### config.mk
export PLATFORM = sky130hd
export DESIGN_NAME = task_ready_queue_with_wait_table
export DESIGN_NICKNAME = d
export VERILOG_FILES = /design/src/rtl/trq_pkg.sv /design/src/rtl/trq_ram.sv /design/src/rtl/trq_ctrl.sv /design/src/rtl/trq_dpath.sv /design/src/rtl/task_ready_queue_with_wait_table.sv
export SDC_FILE = /design/constraint.sdc
export NUM_CORES = 2
export LEC_CHECK = 0
export ABC_CLOCK_PERIOD_IN_PS = 11350
export BUFFER_PORTS_ARGS = -buffer_cell sky130_fd_sc_hd__buf_2
export CAP_MARGIN = 20
export CORE_ASPECT_RATIO = 1.75
export CORE_MARGIN = 1.5
export CORE_UTILIZATION = 40
export DETAILED_ROUTE_END_ITERATION = 10
export MAX_ROUTING_LAYER = met4
export PLACE_DENSITY_LB_ADDON = 0.12
export SKIP_CTS_REPAIR_TIMING = 1
export SLEW_MARGIN = 20
export SYNTH_ARGS = -nofsm -noshare
export SYNTH_HDL_FRONTEND = slang
export SYNTH_SLANG_ARGS = --single-unit
### constraint.sdc
create_clock -name clk -period 11.35 [get_ports clk]
set_input_delay 0.5675 -clock clk [delete_from_list [all_inputs] [get_ports clk]]
set_output_delay 0.5675 -clock clk [all_outputs]
set_load 0.02 [all_outputs]
### src/rtl/trq_pkg.sv
package trq_pkg;

	// Default sizes of the task space and the wait table.
	localparam int NUM_TASKS_DEF  = 64;
	localparam int WAIT_SLOTS_DEF = 64;

	// Fixed widths of the command and result fields.
	localparam int CMD_W     = 2;
	localparam int ID_W      = 6;
	localparam int STATUS_W  = 3;
	localparam int COUNT_W   = 7;
	localparam int COUNT_MAX = 127;

	// Command codes.
	typedef enum logic [CMD_W-1:0] {
		CMD_ENQUEUE  = 2'd0,
		CMD_DEQUEUE  = 2'd1,
		CMD_BLOCK    = 2'd2,
		CMD_COMPLETE = 2'd3
	} cmd_t;

	// Result status codes.
	typedef enum logic [STATUS_W-1:0] {
		ST_OK    = 3'd0,
		ST_DUP   = 3'd1,
		ST_EMPTY = 3'd2,
		ST_FULL  = 3'd3,
		ST_NONE  = 3'd4
	} status_t;

	// Controller states.
	typedef enum logic [2:0] {
		S_IDLE,
		S_ENQ,
		S_DEQ,
		S_BLOCK,
		S_SCAN,
		S_DRAIN,
		S_CFIN
	} state_t;

	// Commands from the controller to the datapath.
	typedef struct packed {
		logic load;
		logic enq;
		logic deq;
		logic blk_step;
		logic scan_rd;
		logic fin_cmp;
	} ctl_cmd_t;

	// Status from the datapath to the controller.
	typedef struct packed {
		logic blk_done;
		logic scan_last;
	} ctl_sts_t;

endpackage

### src/rtl/trq_ram.sv
module trq_ram #(
	parameter int WIDTH = 8,
	parameter int DEPTH = 64
) (
	input  logic                     clk,
	input  logic                     wr_en,
	input  logic [$clog2(DEPTH)-1:0] wr_addr,
	input  logic [WIDTH-1:0]         wr_data,
	input  logic [$clog2(DEPTH)-1:0] rd_addr,
	output logic [WIDTH-1:0]         rd_data
);

	logic [WIDTH-1:0] mem [DEPTH];

	// One write port and one registered read port.
	always_ff @(posedge clk) begin
		if (wr_en) begin
			mem[wr_addr] <= wr_data;
		end
		rd_data <= mem[rd_addr];
	end

endmodule

### src/rtl/trq_ctrl.sv
module trq_ctrl (
	input  logic                       clk,
	input  logic                       arst_n,
	input  logic                       start,
	input  logic [trq_pkg::CMD_W-1:0]  command,
	input  trq_pkg::ctl_sts_t          sts,
	output trq_pkg::ctl_cmd_t          ctl,
	output logic                       busy,
	output logic                       done
);

	import trq_pkg::*;

	state_t state_q;
	state_t state_d;
	logic   finish;
	logic   done_q;

	// State register and the result strobe, which follows the finishing step.
	always_ff @(posedge clk or negedge arst_n) begin
		if (!arst_n) begin
			state_q <= S_IDLE;
			done_q  <= 1'b0;
		end else begin
			state_q <= state_d;
			done_q  <= finish;
		end
	end

	// Next state and datapath commands.
	always_comb begin
		state_d = state_q;
		ctl     = '0;
		finish  = 1'b0;
		unique case (state_q)
			S_IDLE: begin
				if (start) begin
					ctl.load = 1'b1;
					unique case (cmd_t'(command))
						CMD_ENQUEUE:  state_d = S_ENQ;
						CMD_DEQUEUE:  state_d = S_DEQ;
						CMD_BLOCK:    state_d = S_BLOCK;
						CMD_COMPLETE: state_d = S_SCAN;
						default:      state_d = S_IDLE;
					endcase
				end
			end
			S_ENQ: begin
				ctl.enq = 1'b1;
				finish  = 1'b1;
				state_d = S_IDLE;
			end
			S_DEQ: begin
				ctl.deq = 1'b1;
				finish  = 1'b1;
				state_d = S_IDLE;
			end
			S_BLOCK: begin
				ctl.blk_step = 1'b1;
				if (sts.blk_done) begin
					finish  = 1'b1;
					state_d = S_IDLE;
				end
			end
			S_SCAN: begin
				ctl.scan_rd = 1'b1;
				if (sts.scan_last) begin
					state_d = S_DRAIN;
				end
			end
			S_DRAIN: begin
				// The last slot read is evaluated in this cycle.
				state_d = S_CFIN;
			end
			S_CFIN: begin
				ctl.fin_cmp = 1'b1;
				finish      = 1'b1;
				state_d     = S_IDLE;
			end
			default: begin
				state_d = S_IDLE;
			end
		endcase
	end

	assign busy = (state_q != S_IDLE);
	assign done = done_q;

endmodule

### src/rtl/trq_dpath.sv
module trq_dpath #(
	parameter int NUM_TASKS  = trq_pkg::NUM_TASKS_DEF,
	parameter int WAIT_SLOTS = trq_pkg::WAIT_SLOTS_DEF
) (
	input  logic                          clk,
	input  logic                          arst_n,
	input  trq_pkg::ctl_cmd_t             ctl,
	output trq_pkg::ctl_sts_t             sts,
	input  logic [trq_pkg::ID_W-1:0]      task_id,
	input  logic [trq_pkg::ID_W-1:0]      dependency_id,
	output logic [trq_pkg::STATUS_W-1:0]  status,
	output logic [trq_pkg::ID_W-1:0]      dequeued_task,
	output logic [trq_pkg::COUNT_W-1:0]   released_count,
	output logic [trq_pkg::COUNT_W-1:0]   queue_count
);

	import trq_pkg::*;

	localparam int TW = $clog2(NUM_TASKS);
	localparam int SW = $clog2(WAIT_SLOTS);
	localparam int CW = $clog2(NUM_TASKS + 1);
	localparam int RW = $clog2(WAIT_SLOTS + 1);
	localparam int ID_VALUES = 2 ** ID_W;

	// Latched command operands.
	logic [TW-1:0] task_q;
	logic [TW-1:0] dep_q;

	// Ready queue pointers, occupancy and membership bits.
	logic [TW-1:0]        head_q;
	logic [TW-1:0]        tail_q;
	logic [CW-1:0]        count_q;
	logic [NUM_TASKS-1:0] flags_q;

	// Wait table occupancy, scan index and evaluation stage.
	logic [WAIT_SLOTS-1:0] valid_q;
	logic [SW-1:0]         idx_q;
	logic                  ev_s1;
	logic [SW-1:0]         slot_s1;
	logic [RW-1:0]         rel_q;

	// Result registers.
	status_t       status_q;
	logic [TW-1:0] deq_q;

	logic [TW-1:0]   red_tbl [ID_VALUES];
	logic [TW-1:0]   fifo_rd;
	logic [2*TW-1:0] pair_rd;
	logic [TW-1:0]   pair_dep;
	logic [TW-1:0]   pair_wtr;
	logic [TW-1:0]   head_nx;
	logic [TW-1:0]   tail_nx;
	logic            fifo_full;
	logic            fifo_empty;
	logic            match;
	logic            push_req;
	logic [TW-1:0]   push_task;
	logic            push_ok;
	logic            pop_ok;
	logic            slot_free;
	logic            idx_last;
	logic            blk_store;

	// Task numbers are reduced modulo the task count through a constant table.
	for (genvar v = 0; v < ID_VALUES; v++) begin : g_red
		assign red_tbl[v] = TW'(v % NUM_TASKS);
	end

	// Ready queue storage: written at the tail, read at the head.
	trq_ram #(
		.WIDTH (TW),
		.DEPTH (NUM_TASKS)
	) u_fifo_ram (
		.clk     (clk),
		.wr_en   (push_ok),
		.wr_addr (tail_q),
		.wr_data (push_task),
		.rd_addr (head_q),
		.rd_data (fifo_rd)
	);

	// Wait table pairs: stored by block, read in slot order by complete.
	trq_ram #(
		.WIDTH (2 * TW),
		.DEPTH (WAIT_SLOTS)
	) u_pair_ram (
		.clk     (clk),
		.wr_en   (blk_store),
		.wr_addr (idx_q),
		.wr_data ({dep_q, task_q}),
		.rd_addr (idx_q),
		.rd_data (pair_rd)
	);

	assign pair_dep = pair_rd[2*TW-1:TW];
	assign pair_wtr = pair_rd[TW-1:0];

	// Pointer wrap and queue limits.
	assign head_nx    = (head_q == TW'(NUM_TASKS - 1)) ? '0 : head_q + 1'b1;
	assign tail_nx    = (tail_q == TW'(NUM_TASKS - 1)) ? '0 : tail_q + 1'b1;
	assign fifo_full  = (count_q == CW'(NUM_TASKS));
	assign fifo_empty = (count_q == '0);

	// A scanned slot releases its waiter when it holds the finished task.
	assign match = ev_s1 && valid_q[slot_s1] && (pair_dep == task_q);

	// Shared push path with the duplicate check.
	assign push_req  = ctl.enq || match;
	assign push_task = ctl.enq ? task_q : pair_wtr;
	assign push_ok   = push_req && !flags_q[push_task] && !fifo_full;
	assign pop_ok    = ctl.deq && !fifo_empty;

	// Free slot search for block.
	assign slot_free = !valid_q[idx_q];
	assign idx_last  = (idx_q == SW'(WAIT_SLOTS - 1));
	assign blk_store = ctl.blk_step && slot_free;

	assign sts.blk_done  = slot_free || idx_last;
	assign sts.scan_last = idx_last;

	// Control state of queue, table and scan.
	always_ff @(posedge clk or negedge arst_n) begin
		if (!arst_n) begin
			head_q  <= '0;
			tail_q  <= '0;
			count_q <= '0;
			flags_q <= '0;
			valid_q <= '0;
			idx_q   <= '0;
			ev_s1   <= 1'b0;
			rel_q   <= '0;
		end else begin
			ev_s1 <= ctl.scan_rd;
			if (ctl.load) begin
				idx_q <= '0;
			end else if ((ctl.blk_step && !sts.blk_done) || (ctl.scan_rd && !idx_last)) begin
				idx_q <= idx_q + 1'b1;
			end
			if (ctl.load) begin
				rel_q <= '0;
			end else if (match) begin
				rel_q <= rel_q + 1'b1;
			end
			if (push_ok) begin
				tail_q             <= tail_nx;
				count_q            <= count_q + 1'b1;
				flags_q[push_task] <= 1'b1;
			end
			if (pop_ok) begin
				head_q           <= head_nx;
				count_q          <= count_q - 1'b1;
				flags_q[fifo_rd] <= 1'b0;
			end
			if (blk_store) begin
				valid_q[idx_q] <= 1'b1;
			end
			if (match) begin
				valid_q[slot_s1] <= 1'b0;
			end
		end
	end

	// Operands, evaluation slot and result payload.
	always_ff @(posedge clk) begin
		slot_s1 <= idx_q;
		if (ctl.load) begin
			task_q <= red_tbl[task_id];
			dep_q  <= red_tbl[dependency_id];
			deq_q  <= '0;
		end else if (pop_ok) begin
			deq_q <= fifo_rd;
		end
		if (ctl.enq) begin
			status_q <= push_ok ? ST_OK : ST_DUP;
		end else if (ctl.deq) begin
			status_q <= fifo_empty ? ST_EMPTY : ST_OK;
		end else if (ctl.blk_step && sts.blk_done) begin
			status_q <= slot_free ? ST_OK : ST_FULL;
		end else if (ctl.fin_cmp) begin
			status_q <= (rel_q == '0) ? ST_NONE : ST_OK;
		end
	end

	assign status = status_q;

	// Result fields sized to the fixed port widths, counts saturating.
	if (TW >= ID_W) begin : g_deq_cut
		assign dequeued_task = deq_q[ID_W-1:0];
	end else begin : g_deq_ext
		assign dequeued_task = ID_W'(deq_q);
	end

	if (CW > COUNT_W) begin : g_qc_sat
		assign queue_count = (count_q > CW'(COUNT_MAX)) ? COUNT_W'(COUNT_MAX)
			: count_q[COUNT_W-1:0];
	end else begin : g_qc_ext
		assign queue_count = COUNT_W'(count_q);
	end

	if (RW > COUNT_W) begin : g_rel_sat
		assign released_count = (rel_q > RW'(COUNT_MAX)) ? COUNT_W'(COUNT_MAX)
			: rel_q[COUNT_W-1:0];
	end else begin : g_rel_ext
		assign released_count = COUNT_W'(rel_q);
	end

endmodule

### src/rtl/task_ready_queue_with_wait_table.sv
// Channel   Handshake          Fields
// command   start / busy       command, task_id, dependency_id
// result    done (strobe)      status, dequeued_task, released_count, queue_count
//
// An item is taken when start is high and busy is low; its result appears
// with done for one cycle, and the next item may be taken in that cycle.
// Enqueue and dequeue do their work in S_ENQ or S_DEQ, then return to idle.
// Block walks the wait table one slot a cycle until it finds a free slot or
// reaches the last slot. Complete reads every slot of the wait table RAM once,
// then passes through S_DRAIN and S_CFIN. Reset clears all queue and table
// state at once; the result side cannot stall.
module task_ready_queue_with_wait_table #(
	parameter int NUM_TASKS  = trq_pkg::NUM_TASKS_DEF,
	parameter int WAIT_SLOTS = trq_pkg::WAIT_SLOTS_DEF
) (
	input  logic                          clk,
	input  logic                          arst_n,
	input  logic                          start,
	output logic                          busy,
	input  logic [trq_pkg::CMD_W-1:0]     command,
	input  logic [trq_pkg::ID_W-1:0]      task_id,
	input  logic [trq_pkg::ID_W-1:0]      dependency_id,
	output logic                          done,
	output logic [trq_pkg::STATUS_W-1:0]  status,
	output logic [trq_pkg::ID_W-1:0]      dequeued_task,
	output logic [trq_pkg::COUNT_W-1:0]   released_count,
	output logic [trq_pkg::COUNT_W-1:0]   queue_count
);

	import trq_pkg::*;

	ctl_cmd_t ctl;
	ctl_sts_t sts;

	// Sequencer.
	trq_ctrl u_ctrl (
		.clk     (clk),
		.arst_n  (arst_n),
		.start   (start),
		.command (command),
		.sts     (sts),
		.ctl     (ctl),
		.busy    (busy),
		.done    (done)
	);

	// Queue, wait table and result registers.
	trq_dpath #(
		.NUM_TASKS  (NUM_TASKS),
		.WAIT_SLOTS (WAIT_SLOTS)
	) u_dpath (
		.clk            (clk),
		.arst_n         (arst_n),
		.ctl            (ctl),
		.sts            (sts),
		.task_id        (task_id),
		.dependency_id  (dependency_id),
		.status         (status),
		.dequeued_task  (dequeued_task),
		.released_count (released_count),
		.queue_count    (queue_count)
	);

	// A taken item always sets busy.
	a_accept_busy: assert property (@(posedge clk) disable iff (!arst_n)
		(start && !busy) |=> busy)
		else $error("item taken without entering a busy cycle");

	// A result only follows a busy cycle.
	a_done_after_busy: assert property (@(posedge clk) disable iff (!arst_n)
		done |-> $past(busy))
		else $error("result strobe without preceding work");

	// An empty dequeue leaves the queue empty and returns no task.
	a_empty_result: assert property (@(posedge clk) disable iff (!arst_n)
		(done && (status == ST_EMPTY)) |-> ((queue_count == '0) && (dequeued_task == '0)))
		else $error("empty dequeue with non-empty queue or a task");

	// Occupancy never exceeds the number of tasks.
	a_queue_bound: assert property (@(posedge clk) disable iff (!arst_n)
		done |-> ((NUM_TASKS > COUNT_MAX) || (queue_count <= COUNT_W'(NUM_TASKS))))
		else $error("queue occupancy beyond the task count");

endmodule

# Word level (Yosys, flattened, before mapping)
# Memories as Yosys holds them, arrays and structs flattened. A register that Yosys moved wholly into a read port is not among the register bits.
# Index checks and enable logic that the tools add are counted.
# Widths: inputs -> output; s select.
[op_classes]
add_sub_neg = 6
magnitude_cmp = 8
n_eq_ne = 17
muxes = 53
n_bitwise = 8
reduce_logical = 33
[ops]
columns = ["operator", "count"]
rows = [
  ["$mux 64", 4],
  ["$and 64x64->64", 2],
  ["$not 64->64", 2],
  ["$or 64x64->64", 2],
  ["$mux 6", 5],
  ["$lt 6x7->1 const B", 4],
  ["$mux 7", 4],
  ["$demux 1 s6", 4],
  ["$ge 6x1->1 const B", 4],
  ["$mux 3", 8],
  ["$pmux 3 s4", 2],
  ["$mux 1", 20],
  ["$add 6x1->6 const B", 3],
  ["$bmux 1 s6", 3],
  ["$eq 6x6->1 const B", 3],
  ["$add 7x1->7 const B", 2],
  ["$logic_not 7->1", 2],
  ["$not 6->7", 2],
  ["$logic_and 1x1->1", 13],
  ["$eq 3x3->1 const B", 3],
  ["$eq 7x7->1 const B", 1],
  ["$sub 7x1->7 const B", 1],
  ["$eq 3x2->1 const B", 2],
  ["$eq 6x6->1", 1],
  ["other kinds (16)", 28],
]
[word_totals]
ff_bits = 180
ram_bits = 1152
romBits = 768
inputBits = 17
output_inout_bits = 25
elab_cells = 142
memories = 4
[mem_list]
columns = ["name", "words", "word_bits", "read_ports", "rd_clocked_by_memory_dff", "write_ports", "line_no", "text"]
rows = [
  ["u_dpath.u_pair_ram.mem", 64, 12, 1, 1, 1, "trq_ram.sv:13", "logic [WIDTH-1:0] mem [DEPTH];"],
  ["(name not given)", 64, 6, 1, 1, 0, "trq_dpath.sv:167", "task_q <= red_tbl[task_id];"],
  ["(name not given)", 64, 6, 1, 1, 0, "trq_dpath.sv:168", "dep_q <= red_tbl[dependency_id];"],
  ["u_dpath.u_fifo_ram.mem", 64, 6, 1, 1, 1, "trq_ram.sv:13", ""],
]

# Depth between registers and ports, before layout
[depth]
ltp_word = 11
mapped_depth = 14
ltp_nobuf = 12

# Cells and area by module
# A second synthesis with hierarchy kept.
[hier_totals]
hier_cells = 3192
hier_area_um2 = 55814.8
[modules_own_cells]
columns = ["module", "n_inst", "cells_each", "area_per_inst_um2", "seq_area_each_um2"]
rows = [
  ["trq_ram at u_dpath.u_pair_ram", 1, 1339, 29851.1, 23302.3],
  ["trq_ram at u_dpath.u_fifo_ram", 1, 720, 15225.9, 11651.2],
  ["trq_dpath", 1, 1102, 10422.5, 4719.5],
  ["trq_ctrl", 1, 31, 315.3, 100.1],
]

# Worst setup path after synthesis
# OpenSTA, ideal clock, no wires.
[synth_timing]
path_type = "register to register"
startpoint = "reg u_dpath.task_q[1]"
endpoint = "mem u_dpath.u_fifo_ram.mem[30][0] (netlist bit), enable pin"
setup_time_ns = 0.350
t_arrival_ns = 4.333
t_required_ns = 11.000
setup_slack_ns = 6.667
path_stages_with_launch = 12
path_buffers = 3
period_less_slack_ns = 4.683
cell_sequence = "edfxtp_1 > clkbuf_1 > mux2i_2 > inv_2 > clkbuf_1 > nand3_1 > nand4_1 > o2111ai_1 > a211oi_2 > buf_6 > nand4_2 > nor2_1"
[synth_between]
elab_chain_cells = 8
word_cells_on_any_way = 11
cone_classes = "eq/ne: 1; mux: 5; reduce/logical: 5"
[synth_lines]
columns = ["element", "line_no", "text"]
rows = [
  ["start, declared", "trq_dpath.sv:26", "logic [TW-1:0] task_q;"],
  ["$mux 6", "trq_dpath.sv:109", "assign push_task = ctl.enq ? task_q : pair_wtr;"],
  ["named net u_dpath.push_task[1]", "trq_dpath.sv:57", "logic [TW-1:0] push_task;"],
  ["$bmux 1 s6", "trq_dpath.sv:110", "assign push_ok = push_req && !flags_q[push_task] && !fifo_full;"],
  ["$mux 1 (not written as such)", "trq_dpath.sv:110", ""],
  ["$logic_not 1->1", "trq_dpath.sv:110", ""],
  ["$logic_and 1x1->1 (2 in a row)", "trq_dpath.sv:110", ""],
  ["$mux 1", "trq_ram.sv:17", "if (wr_en) begin"],
  ["$mux 1 (not written as such)", "trq_ram.sv:18", "mem[wr_addr] <= wr_data;"],
  ["end, declared", "trq_ram.sv:13", ""],
]
# The timed path passes the listed nets, and every way through them passes these cells. The select of a mux whose other input is x is not followed.

# Final worst setup path
[layout_timing]
startpoint = "reg u_ctrl.state_q[2]"
endpoint = "mem u_dpath.u_fifo_ram.mem[22][4] (netlist bit), enable pin"
[layout_between]
elab_chain_cells = 10
word_cells_on_any_way = 11
cone_classes = "eq/ne: 1; mux: 6; reduce/logical: 4"
[layout_lines]
columns = ["element", "line_no", "text"]
rows = [
  ["start, declared", "trq_ctrl.sv:14", "state_t state_q;"],
  ["start signal, assigned", "trq_ctrl.sv:25", "state_q <= state_d;"],
  ["$eq 3x1->1 *", "trq_ctrl.sv:35", "unique case (state_q)"],
  ["$mux 1 *", "trq_ctrl.sv:35", ""],
  ["$mux 6", "trq_dpath.sv:109", ""],
  ["$bmux 1 s6", "trq_dpath.sv:110", ""],
  ["$mux 1 (not written as such)", "trq_dpath.sv:110", ""],
  ["$logic_not 1->1", "trq_dpath.sv:110", ""],
  ["$logic_and 1x1->1 * (2 in a row)", "trq_dpath.sv:110", ""],
  ["$mux 1 *", "trq_ram.sv:17", ""],
  ["$mux 1 (not written as such) *", "trq_ram.sv:18", ""],
]
# Mark *: on every way between the ends. The rest lies on a longest branch, timed or not. The select of a mux whose other input is x is not followed.

==> flow_summary.ini <==
[worst_setup_path]
worstSetupStartpointType = flip-flop
path_max_fanout = 71
worstRegToRegCells = 13
r2r-start = u_ctrl.state_q[2]
worstSetupEndpointType = flip-flop
rrSetupSlack_ps = 4730
r2r-end = u_dpath.u_fifo_ram.mem[22][4]
required_ps = 11730
cp_data_arrival_time_ps = 6990
critPathKind = reg2reg

[hold_path]
min_from = dependency_id[2]
holdPathStages = 1
holdCritPathClass = in2reg
min_to = u_dpath.dep_q[2]

[yosys]
yosysMostFrequentCell = edfxtp_1
syn-num-nets = 3253
yosysWarningCount = 0
avgSynthCellArea_um2 = 16.5
synthTopCellsByCount = 1167 x edfxtp_1, 275 x a22oi_1, 246 x nor2_1
synth_cells = 3222
synth_edf_count = 1167
syn_area_mm2 = 0.0533
yosysTopAreaCell = edfxtp_1
ys.flop_type = edfxtp_1
synthArstFlopShare = 0.121
ys_ff_latch = 1362
synth.distinct_cells = 82
synthTopCellsByArea = edfxtp_1 66%, dfrtp_1 7.7%, mux4_2 5.8%
yosys.area.top_type_share = 0.657
ys_seq_area_frac = 0.746

[route]
wl_per_cell_um = 31.7
via_per_inst = 6.04
wl_um = 162000
dr.pass1.iters = 7
ant_nets = 0
drt_iter0_drc = 3061
num_vias = 30900
drc_errors = 0

[power_and_ir_drop]
p_seq_frac = 0.463
leakagePower_uw = 0.0193
intPower_uw = 9350
pwr-share-comb = 0.238
p_per_area_mw_per_mm2 = 228
power.net_switching_uw = 4360
power_switching_share = 0.318
pwr-share-clk = 0.299
ir_drop_v = 0.000145

[timing]
drv_slew = 0
setup_viol = 0
tns_ps = 0
finalHoldViolations = 0
worstMarginPinSlew_ps = 1230
timing.final.crit_share = 0.583
maxSlewHeadroom = 0.178
min_period_ps = 6620
fin_ws_ps = 4730
finClkSkew_ps = 59.0
max_freq_mhz = 151
rsz0062_at_grt = no

[die]
core-area_mm2 = 0.133
die_w_um = 279
die-area_mm2 = 0.136
ioPinCount = 42
fp.dieH_um = 486
start_util = 0.402
num_rows = 177

[clock_tree]
tritoncts = built
clockRootBuffer = clkbuf_16
numCtsBuffers = 118
cts.clk_slew.worst_paths_ps = 70
clk_latency_ps = 760
cts.sinks = 1362
clockBufferDepth = 3
h-tree-depth = 3

[placed_design]
hpwlAfterDp_um = 101000
io_buffers = 41
gp_congestion = 1.02
dp_slack_ps = 4750
dp_cells = 4886

[status]
status = complete, no violations

[cells_and_area]
areaGrowthSynthToFinish_pct = 12.6
nFillCells = 11400
nets = 3347
stdcell_count = 5120
drive_gt1_frac = 0.164
multi_input_area_mm2 = 0.0128
regArea_mm2 = 0.0398

[global_route]
grt-ovfl-total = 0
grt_max_degree = 98
grt_pass1_vias = 31900
grt_pass1_wl_um = 231000
grtUsageTotal = 0.246
antenna_found_initial = 1

[job]
drv_cap = 0
==> layout make-up <==
| class | instances | share of cell area |
|---|---|---|
| flip-flops and latches | 1362 | 0.663 |
| multi-input cells | 1626 | 0.213 |
| clock buffers | 138 | 0.0517 |
| well taps | 1700 | 0.0354 |
| repair buffers | 176 | 0.0219 |
| clock inverters | 85 | 0.0134 |
| inverters | 32 | 0.00202 |
| diodes | 1 | 0.0000417 |
==> stage by stage <==
| step | area, um2 | hold WS [ps] | util | total power (uW) |
|---|---|---|---|---|
| 2_1_floorplan | 53300 | 272 | - | 8370 |
| 3_3_place_gp | 56000 | 454 | 0.422 | 9700 |
| 3_5_place_dp | 56000 | 449 | 0.422 | 9740 |
| 4_1_cts | 59900 | -75.6 | 0.451 | 13800 |
| 5_1_grt | 60000 | 17.0 | 0.452 | 14200 |
| 6_report | 60000 | 53.8 | 0.452 | 13700 |
==> power groups by stage <==
stage	clock (uW)	sequential, uW	combinational, uW
6_report	4090	6350	3270
5_1_grt	4340	6380	3470
4_1_cts	4170	6350	3290
3_5_place_dp	0	6460	3290
3_3_place_gp	0	6450	3250
2_1_floorplan	0	6350	2020
==> critical path: stages, from the launching register on <==
cell,delay (ps)
dfrtp_1,530
or3b_1,420
buf_4,250
a21oi_4,550
inv_2,170
buf_4,430
a211oi_1,340
a2111oi_0,110
a2111oi_1,470
o2111ai_1,290
a211oi_4,720
buf_4,760
nand4_2,590
nor2_1,580
==> flip-flops by register name, summed over array words and instances, names as in the netlist, 7 cells and up <==
| register | cells |
|---|---|
| u_dpath.u_pair_ram.mem | 768 |
| u_dpath.queue_count | 7 |
| u_dpath.released_count | 7 |
| u_dpath.u_fifo_ram.mem | 384 |
| u_dpath.flags_q | 64 |
| u_dpath.valid_q | 64 |
| u_dpath.u_pair_ram.rd_data | 12 |
==> placed cells by master (no fill, tap or decap), drive strengths merged, types with 55 or more instances in the layout <==
cell,count
a21oi,188
a221oi,75
a22o,55
a22oi,275
a31oi,122
buf,167
clkbuf,138
clkinv,62
dfrtp,165
edfxtp,1167
mux4,137
nand2,109
nor2,246
==> cells by family after synthesis <==
kind of cell | Yosys count | synth area share
xor+xnor | 22 | 0.00361
mux | 195 | 0.0691
flops | 1362 | 0.746
compound gates | 816 | 0.107
simple gates | 579 | 0.0523
buf+inv | 234 | 0.0181
fa+ha+maj | 14 | 0.00343
==> per-layer routing <==
layer,GRT usage,part of all wire,up-vias
li1,-,-,13300
met5,-,0,-
met3,0.0286,0.045,336
met1,0.266,0.36,16200
met4,0.113,0.049,0
met2,0.450,0.55,1136
==> how the worst max path moves through the flow <==
stage / startpoint / to / slack [ps] / cells past startpoint
3_5_place_dp: u_ctrl.state_q[2] / u_dpath.u_fifo_ram.mem[38][4] / 4750 / 13
3_3_place_gp: u_ctrl.state_q[2] / u_dpath.u_fifo_ram.mem[62][0] / 4920 / 13
6_report: u_ctrl.state_q[2] / u_dpath.u_fifo_ram.mem[22][4] / 4730 / 13
2_1_floorplan: u_dpath.task_q[1] / u_dpath.u_fifo_ram.mem[30][0] / 6670 / 11
4_1_cts: u_ctrl.state_q[2] / u_dpath.u_fifo_ram.mem[22][4] / 4720 / 13
5_1_grt: u_ctrl.state_q[2] / u_dpath.u_fifo_ram.mem[38][4] / 4330 / 13
(Power assumes the default switching activity.)
